## config.mk

```make
export PLATFORM = sky130hd
export DESIGN_NAME = cnv_mac
export DESIGN_NICKNAME = d
export VERILOG_FILES = /design/src/rtl/cnv_pkg.sv /design/src/rtl/cnv_mac.sv
export VERILOG_INCLUDE_DIRS = /design/src /design/src/rtl
export SDC_FILE = /design/constraint.sdc
export NUM_CORES = 2
export LEC_CHECK = 0
export ABC_CLOCK_PERIOD_IN_PS = 14500
export BUFFER_PORTS_ARGS = -buffer_cell sky130_fd_sc_hd__buf_4
export CAP_MARGIN = 5
export CORE_MARGIN = 2
export CORE_UTILIZATION = 55
export CTS_BUF_LIST = sky130_fd_sc_hd__clkbuf_8 sky130_fd_sc_hd__clkbuf_16
export DETAILED_ROUTE_END_ITERATION = 10
export GPL_TIMING_DRIVEN = 0
export PLACE_DENSITY = 0.73
export SKIP_LAST_GASP = 1
export SLEW_MARGIN = 15
export SYNTH_ARGS = -nofsm -noshare
export SYNTH_HDL_FRONTEND = slang
export SYNTH_SLANG_ARGS = --single-unit
```

## constraint.sdc

```tcl
create_clock -name clk_i -period 14.5 [get_ports clk_i]
set_input_delay 2.175 -clock clk_i [delete_from_list [all_inputs] [get_ports clk_i]]
set_output_delay 2.175 -clock clk_i [all_outputs]
set_load 0.05 [all_outputs]
```

## src/rtl/conv3x3_replicate_border_assert.svh

```systemverilog
// Assertion macros shared by the conv3x3_replicate_border RTL.
`ifndef CONV3X3_REPLICATE_BORDER_ASSERT_SVH
`define CONV3X3_REPLICATE_BORDER_ASSERT_SVH

// Same-cycle implication, sampled on clk_i, off while rst_ni is low.
`define CNV_ASSERT_IMP(lbl, ante, cons, msg) \
  lbl: assert property (@(posedge clk_i) disable iff (!rst_ni) (ante) |-> (cons)) \
    else $error(msg);

// Next-cycle implication, sampled on clk_i, off while rst_ni is low.
`define CNV_ASSERT_NXT(lbl, ante, cons, msg) \
  lbl: assert property (@(posedge clk_i) disable iff (!rst_ni) (ante) |=> (cons)) \
    else $error(msg);

`endif

```

## src/rtl/cnv_pkg.sv

```systemverilog
// Package: types, constants and helpers of the 3x3 replicate-border convolution.
package cnv_pkg;

  localparam int unsigned MAX_WIDTH_DEF   = 1024;
  localparam int unsigned SCALE_FRAC_BITS = 14;
  localparam int unsigned HEIGHT_LIMIT    = 4096;

  localparam int unsigned PIX_W        = 8;
  localparam int unsigned TAP_W        = 5;
  localparam int unsigned IMG_WIDTH_W  = 11;
  localparam int unsigned IMG_HEIGHT_W = 13;
  localparam int unsigned COEF_ROW_W   = 15;
  localparam int unsigned SCALE_W      = 16;
  localparam int unsigned CFG_DATA_W   = 16;
  localparam int unsigned CFG_IDX_W    = 3;
  // input row runs up to height + 1 during the tail
  localparam int unsigned ROW_W        = 13;
  localparam int unsigned OUT_ROW_W    = 12;
  // 9 products of a 5-bit tap and an 8-bit pixel
  localparam int unsigned TERM_W       = TAP_W + PIX_W + 1;
  localparam int unsigned SUM_W        = TERM_W + 3;

  localparam logic [IMG_WIDTH_W-1:0]  IMG_WIDTH_RST  = 11'd640;
  localparam logic [IMG_HEIGHT_W-1:0] IMG_HEIGHT_RST = 13'd480;
  localparam logic [COEF_ROW_W-1:0]   COEF_TOP_RST   = 15'd32767;
  localparam logic [COEF_ROW_W-1:0]   COEF_MID_RST   = 15'd32063;
  localparam logic [COEF_ROW_W-1:0]   COEF_BOT_RST   = 15'd32767;
  localparam logic [SCALE_W-1:0]      SCALE_RST      = 16'd16384;

  typedef enum logic [CFG_IDX_W-1:0] {
    REG_IMG_WIDTH  = 3'd0,
    REG_IMG_HEIGHT = 3'd1,
    REG_COEF_TOP   = 3'd2,
    REG_COEF_MID   = 3'd3,
    REG_COEF_BOT   = 3'd4,
    REG_SCALE      = 3'd5
  } cfg_reg_e;

  typedef enum logic {
    FUNC_PIXEL = 1'b0,
    FUNC_DRAIN = 1'b1
  } func_e;

  typedef struct packed {
    func_e            func;
    logic [PIX_W-1:0] pixel_in;
  } in_item_t;

  typedef struct packed {
    logic [PIX_W-1:0] pixel_out;
    logic             frame_end;
  } out_item_t;

  typedef struct packed {
    logic [IMG_WIDTH_W-1:0]  img_width;
    logic [IMG_HEIGHT_W-1:0] img_height;
    logic [COEF_ROW_W-1:0]   coef_top_row;
    logic [COEF_ROW_W-1:0]   coef_mid_row;
    logic [COEF_ROW_W-1:0]   coef_bot_row;
    logic [SCALE_W-1:0]      scale_q14;
  } cfg_t;

  // 3x3 pixel block, outer index first
  typedef logic [2:0][2:0][PIX_W-1:0] pix_win_t;

  // Border-resolved neighborhood handed to the MAC, pix[row][col]
  typedef struct packed {
    logic     valid;
    logic     frame_end;
    pix_win_t pix;
  } job_t;

  function automatic logic signed [TAP_W-1:0] tap_of(input logic [COEF_ROW_W-1:0] row,
                                                    input int unsigned k);
    return $signed(row[k*TAP_W +: TAP_W]);
  endfunction

endpackage

```

## src/rtl/cnv_mac.sv

```systemverilog
// Weighted 3x3 sum, gain, floor and clamp, with the output register.
`include "conv3x3_replicate_border_assert.svh"

module cnv_mac import cnv_pkg::*; (
  input  logic      clk_i,
  input  logic      rst_ni,
  input  cfg_t      cfg_i,
  input  job_t      job_i,
  output logic      job_ready_o,
  output logic      out_valid_o,
  input  logic      out_stall_i,
  output out_item_t out_item_o
);

  localparam int unsigned MAG_W  = SUM_W - 1;
  localparam int unsigned PROD_W = MAG_W + SCALE_W;

  logic                    s0_v_q;
  logic                    s0_end_q;
  pix_win_t                s0_pix_q;
  logic                    s1_v_q;
  logic                    s1_end_q;
  logic signed [SUM_W-1:0] s1_sum_q;
  logic                    out_v_q;
  out_item_t               out_item_q;

  logic                           out_move;
  logic                           s1_free;
  logic                           s1_move;
  logic                           s0_move;
  logic [2:0][COEF_ROW_W-1:0]     rows;
  logic signed [TERM_W-1:0]       terms [3][3];
  logic signed [SUM_W-1:0]        sum_d;
  logic [PROD_W-1:0]              prod;
  logic                           s1_nonpos;
  logic [PIX_W-1:0]               pix_res;

  // Advance each stage when the next one is empty or moving on
  assign out_move    = !out_v_q || !out_stall_i;
  assign s1_move     = s1_v_q && out_move;
  assign s1_free     = !s1_v_q || out_move;
  assign s0_move     = s0_v_q && s1_free;
  assign job_ready_o = !s0_v_q || s1_free;

  assign rows[0] = cfg_i.coef_top_row;
  assign rows[1] = cfg_i.coef_mid_row;
  assign rows[2] = cfg_i.coef_bot_row;

  always_comb begin
    sum_d = '0;
    for (int unsigned r = 0; r < 3; r++) begin
      for (int unsigned c = 0; c < 3; c++) begin
        terms[r][c] = tap_of(rows[r], c) * $signed({1'b0, s0_pix_q[r][c]});
        sum_d = sum_d + {{(SUM_W-TERM_W){terms[r][c][TERM_W-1]}}, terms[r][c]};
      end
    end
  end

  // Only a positive sum reaches the gain, so its magnitude bits suffice
  assign s1_nonpos = s1_sum_q[SUM_W-1] || (s1_sum_q == '0);
  assign prod      = PROD_W'(s1_sum_q[MAG_W-1:0]) * PROD_W'(cfg_i.scale_q14);
  assign pix_res   = s1_nonpos ? '0 :
                     (|prod[PROD_W-1:SCALE_FRAC_BITS+PIX_W]) ? '1 :
                     prod[SCALE_FRAC_BITS+PIX_W-1:SCALE_FRAC_BITS];

  always_ff @(posedge clk_i or negedge rst_ni) begin
    if (!rst_ni) begin
      s0_v_q  <= 1'b0;
      s1_v_q  <= 1'b0;
      out_v_q <= 1'b0;
    end else begin
      if (job_i.valid) begin
        s0_v_q <= 1'b1;
      end else if (s0_move) begin
        s0_v_q <= 1'b0;
      end
      if (s0_move) begin
        s1_v_q <= 1'b1;
      end else if (s1_move) begin
        s1_v_q <= 1'b0;
      end
      if (s1_move) begin
        out_v_q <= 1'b1;
      end else if (out_move) begin
        out_v_q <= 1'b0;
      end
    end
  end

  always_ff @(posedge clk_i) begin
    if (job_i.valid) begin
      s0_pix_q <= job_i.pix;
      s0_end_q <= job_i.frame_end;
    end
    if (s0_move) begin
      s1_sum_q <= sum_d;
      s1_end_q <= s0_end_q;
    end
    if (s1_move) begin
      out_item_q.pixel_out <= pix_res;
      out_item_q.frame_end <= s1_end_q;
    end
  end

  assign out_valid_o = out_v_q;
  assign out_item_o  = out_item_q;

  `CNV_ASSERT_IMP(a_no_overrun, job_i.valid, job_ready_o, "job issued into a busy front stage")
  `CNV_ASSERT_NXT(a_floor_zero, s1_move && s1_nonpos, out_item_q.pixel_out == '0, "nonpositive sum gave nonzero pixel")
  `CNV_ASSERT_IMP(a_out_source, $rose(out_v_q), $past(s1_v_q), "result appeared without a sum")

endmodule

```

Word-level counts from Yosys, hierarchy flattened
Index checks and enable logic that the tools add are counted.

Flip-flop bits (word level): 103. Input bits: 162.

$add $sub $neg: 8. $mul: 10. Mux-type cells: 7. Reductions and logical operators: 15.

Operators with widths (number): $mul 5x9->14 (9); $add 17x17->17 (5); $mul 16x16->32 (1); $add 16x14->17 (1); $logic_not 17->1 (1); $add 15x14->16 (1); $add 14x14->15 (1); $reduce_or 10->1 (1); $mux 8 (1); $mux 1 (6); $reduce_bool 2->1 (3); $logic_not 1->1 (4); $logic_or 1x1->1 (4); $logic_and 1x1->1 (2).

Logic depth before layout (Yosys ltp)
Word-level depth: 9. Gate-level depth with buffers: 34. Depth with buffers taken out: 34.

Worst setup path before layout
Ideal clock, no wire load.

Path kind: input to register. Start: in cfg_i[41] (netlist name). End: reg s1_sum_q[14], data pin. Arrival time: 9920 ps. Data required time: 14237 ps. Setup slack: 4317 ps. Stages on the path: 32. Path buffers: 0. Cells stage by stage: and2_1 > fa_1 > inv_1 > fa_1 > inv_1 > fa_1 > fa_1 > a21o_1 > a21oi_1 > o21bai_1 > a21oi_1 > o21bai_1 > a21oi_1 > nor2b_1 > o311ai_0 > fa_1 > ha_1 > inv_1 > ha_1 > inv_1 > fa_1 > fa_1 > inv_1 > fa_1 > inv_1 > fa_1 > inv_1 > ha_1 > or3_1 > a311oi_1 > nor2_1 > xor2_1.

Word-level cells in the longest chain between the ends: 5.

Ends and longest elaborated chain: start, declared (RTL line cnv_mac.sv:7) `input cfg_t cfg_i,`; $mul 5x9->14 (RTL line cnv_mac.sv:53) `terms[r][c] = tap_of(rows[r], c) * $signed({1'b0, s0_pix_q[r][c]});`; $add 17x17->17 (4 in a row) (RTL line cnv_mac.sv:54) `sum_d = sum_d + {{(SUM_W-TERM_W){terms[r][c][TERM_W-1]}}, terms[r][c]};`; named net sum_d[14] (RTL line cnv_mac.sv:33) `logic signed [SUM_W-1:0] sum_d;`; end signal, assigned (RTL line cnv_mac.sv:96) `s1_sum_q <= sum_d;`; end, declared (RTL line cnv_mac.sv:23) `logic signed [SUM_W-1:0] s1_sum_q;`.

The timed path passes the listed nets, and every way through them passes these cells. A chain may end at the register's enable or synchronous reset.

Final worst setup path
Same ends and word-level chain as after synthesis.

==> flow_metrics.env <==
export IMPL_ys_seq_elements=103
export IMPL_synth_compound_area_share_pct=5.41
export IMPL_met1_usage_pct=32.6
export IMPL_path_clk_slew_ns=0.08
export IMPL_synth_top_cell_area_share_pct=38.3
export IMPL_finalNetCount=3943
export IMPL_portBuffers=148
export IMPL_status="completed"
export IMPL_final_cells=3553
export IMPL_rsz0062_at_grt="no"
export IMPL_yosysTopAreaCell="fa_1"
export IMPL_critPathKind="in2reg"
export IMPL_syn_to_final_growth_pct=8.17
export IMPL_wl_mm=60.5
export IMPL_fin_util_pct=60.4
export IMPL_slew_headroom_pct=31.1
export IMPL_synth_edf_count=100
export IMPL_ys_seq_area_share_pct=11.6
export IMPL_die_width_um=224
export IMPL_diodes=0
export IMPL_viasPerCell=5.29
export IMPL_fp_coreArea_um2=47700
export IMPL_syn_inst=2774
export IMPL_final_hold_violation_count=0
export IMPL_avgSynthCellArea_um2=9.60
export IMPL_antenna_found_initial=0
export IMPL_initial_core_util_pct=55.8
export IMPL_drv_cap=0
export IMPL_slew_viol_final=0
export IMPL_crit_required_ns=14.64
export IMPL_endpoint_kind="flip-flop"
export IMPL_postRouteAntennaNets=0
export IMPL_min_period_ns=10.92
export IMPL_clk_latency_ns=0.40
export IMPL_cts_tree="yes"
export IMPL_max_stage_delay_ns=0.69
export IMPL_path_common_cell="fa_1"
export IMPL_drc=0
export IMPL_clock_skew_ns=0.0184
export IMPL_clock_sinks=103
export IMPL_first_pass_iters=5
export IMPL_holdWs_ns=0.431
export IMPL_critPathLaunchType="input pin"
export IMPL_die_y_um=224
export IMPL_critPathSlowestCell="o311ai_0"
export IMPL_hpwl_mm=53.4
export IMPL_grt_pass1_wl_mm=101
export IMPL_cts_root_buf="clkbuf_16"
export IMPL_busiest_layer="met2"
export IMPL_crit_buf_inv=8
export IMPL_crit_fanout=8
export IMPL_tightestPinTransition_ns=1.03
export IMPL_fill_cells=4000
export IMPL_routedWlPerCell_um=17.0
export IMPL_grt_pass1_vias=20374
export IMPL_fmax_mhz=91.6
export IMPL_syn_area_um2=26600
export IMPL_synthTopCellsByArea="fa_1 38%, ha_1 16%, edfxtp_1 11%"
export IMPL_use_met2_pct=45.2
export IMPL_netlist_top_cells_count="733 x inv_1, 510 x fa_1, 338 x ha_1"
export IMPL_gp_congestion=0.923
export IMPL_fin_crit_sh_pct=75.3
export IMPL_synth_most_common_cell="inv_1"
export IMPL_drive_above_1_share_pct=6.64
export IMPL_grt_max_degree=75
export IMPL_synthXorXnorAreaFrac_pct=2.26
export IMPL_gr_total_overflow=0
export IMPL_ys_flop_type="edfxtp_1"
export IMPL_ys_warn_count=0
export IMPL_yosys_area_share_simple_pct=15.5
export IMPL_cts_hold_buffers=0
export IMPL_dr_first_iter_drc_count=1020
export IMPL_clockBufferDepth=2
export IMPL_ctsResizeCount=0
export IMPL_cts_setup_buffers=0
export IMPL_io_pins=173
export IMPL_async_reset_ff_share_pct=2.91
export IMPL_dieArea_um2=50200
export IMPL_synth_mux_area_share_pct=0.155
export IMPL_synth_fa_ha_area_share_pct=54.2
export IMPL_dp_cells=3537
export IMPL_cts_buffers=9
export IMPL_cp_arrival_ns=11.06
export IMPL_setup_tns_ns=0
export IMPL_vias=18801
export IMPL_row_count=80
export IMPL_setup_viol=0
export IMPL_crit_family="adder cells"
export IMPL_hold_class="reg2reg"
export IMPL_grt_usage_pct=25.8
export IMPL_synth_top_family_by_area="adder cells"
export IMPL_synth_net_count=3784
export IMPL_htreeDepth=3
export IMPL_yosysUniqueCellTypes=77
export IMPL_met3_usage_pct=3.42
path summary, 6_finish.rpt:
| check | startpoint | slack, ns | endpoint | depth (start not counted) |
|---|---|---|---|---|
| setup / recovery | cfg_i[41] | 3.58 | s1_sum_q[14]$_DFFE_PP_ | 33 |
| hold / removal | s0_end_q$_DFFE_PP_ | 0.43 | s1_end_q$_DFFE_PP_ | 0 |
| setup reg to reg | s0_pix_q[43]$_DFFE_PP_ | 4.99 | s1_sum_q[14]$_DFFE_PP_ | 32 |
| hold reg to reg | s0_end_q$_DFFE_PP_ | 0.43 | s1_end_q$_DFFE_PP_ | 0 |
| max in group asynchronous | rst_ni | 12.85 | s1_v_q$_DFFE_PN0P_ | 1 |
| min in group asynchronous | rst_ni | 1.55 | s0_v_q$_DFFE_PN0P_ | 1 |
worst register-to-register path: cells and delay by family (launching register included):
family | cells | cell delay [ns]
DFF | 1 | 0.50
and+or+nand+nor | 4 | 0.79
adders and majority gates | 12 | 5.32
xor gates and xnor gates | 1 | 0.18
buffers and inverters | 7 | 0.36
AOI/OAI and AO/OA | 8 | 2.11
layer usage:
| layer | vias up | wire, µm |
|---|---|---|
| li1 | 8747 | - |
| met1 | 9509 | 24600 |
| met2 | 451 | 30800 |
| met3 | 94 | 2960 |
| met4 | 0 | 2170 |
| met5 | - | 0 |
per-stage QoR:
| stage | instance area (µm²) | setup WS (ns) |
|---|---|---|
| after floorplan | 26600 | 4.32 |
| after global placement | 28500 | 3.31 |
| after detailed placement | 28500 | 3.19 |
| after CTS | 28800 | 3.63 |
| after global routing | 28800 | 3.17 |
| final | 28800 | 3.58 |
cells by family after synthesis:
| logic type | count (synthesis) |
|---|---|
| AO/OA/AOI/OAI | 203 |
| XOR/XNOR | 68 |
| adder cells (fa/ha/maj) | 848 |
| buffers and inverters | 772 |
| flip-flops | 103 |
| multiplexers | 4 |
| AND/OR/NAND/NOR | 776 |
final cells by class:
type | count | area (µm²) | share of cell area, %
inverter | 734 | 2760 | 9.56
clock buffer | 9 | 225 | 0.782
timing repair buffer | 148 | 1110 | 3.86
sequential | 103 | 3080 | 10.7
buffer | 38 | 159 | 0.551
multi-input combinational | 1899 | 20600 | 71.7
clock inverter | 7 | 71.3 | 0.247
tap | 615 | 769 | 2.67
flip-flops by register name, indices dropped and copies added (netlist names):
register	flops
out_valid_o	1
s0_pix_q	72
s0_v_q	1
out_item_o	9
s1_end_q	1
s1_v_q	1
s1_sum_q	17
s0_end_q	1
cells in the final DEF, fill, tap and decap left out, drive strengths merged, types with 23 or more instances in the layout:
master and n:
xnor2 54, nand2b 37, buf 152, ha 338, edfxtp 100, inv 736
o21ai 25, fa 510, nor2b 27, nor2 57, nand2 246, clkbuf 43
a21o 23, a21oi 65, and2 328
Power is left out: the tool's default activity adds up to more than one toggle a clock period on the data nets, which glitch-free logic cannot reach.
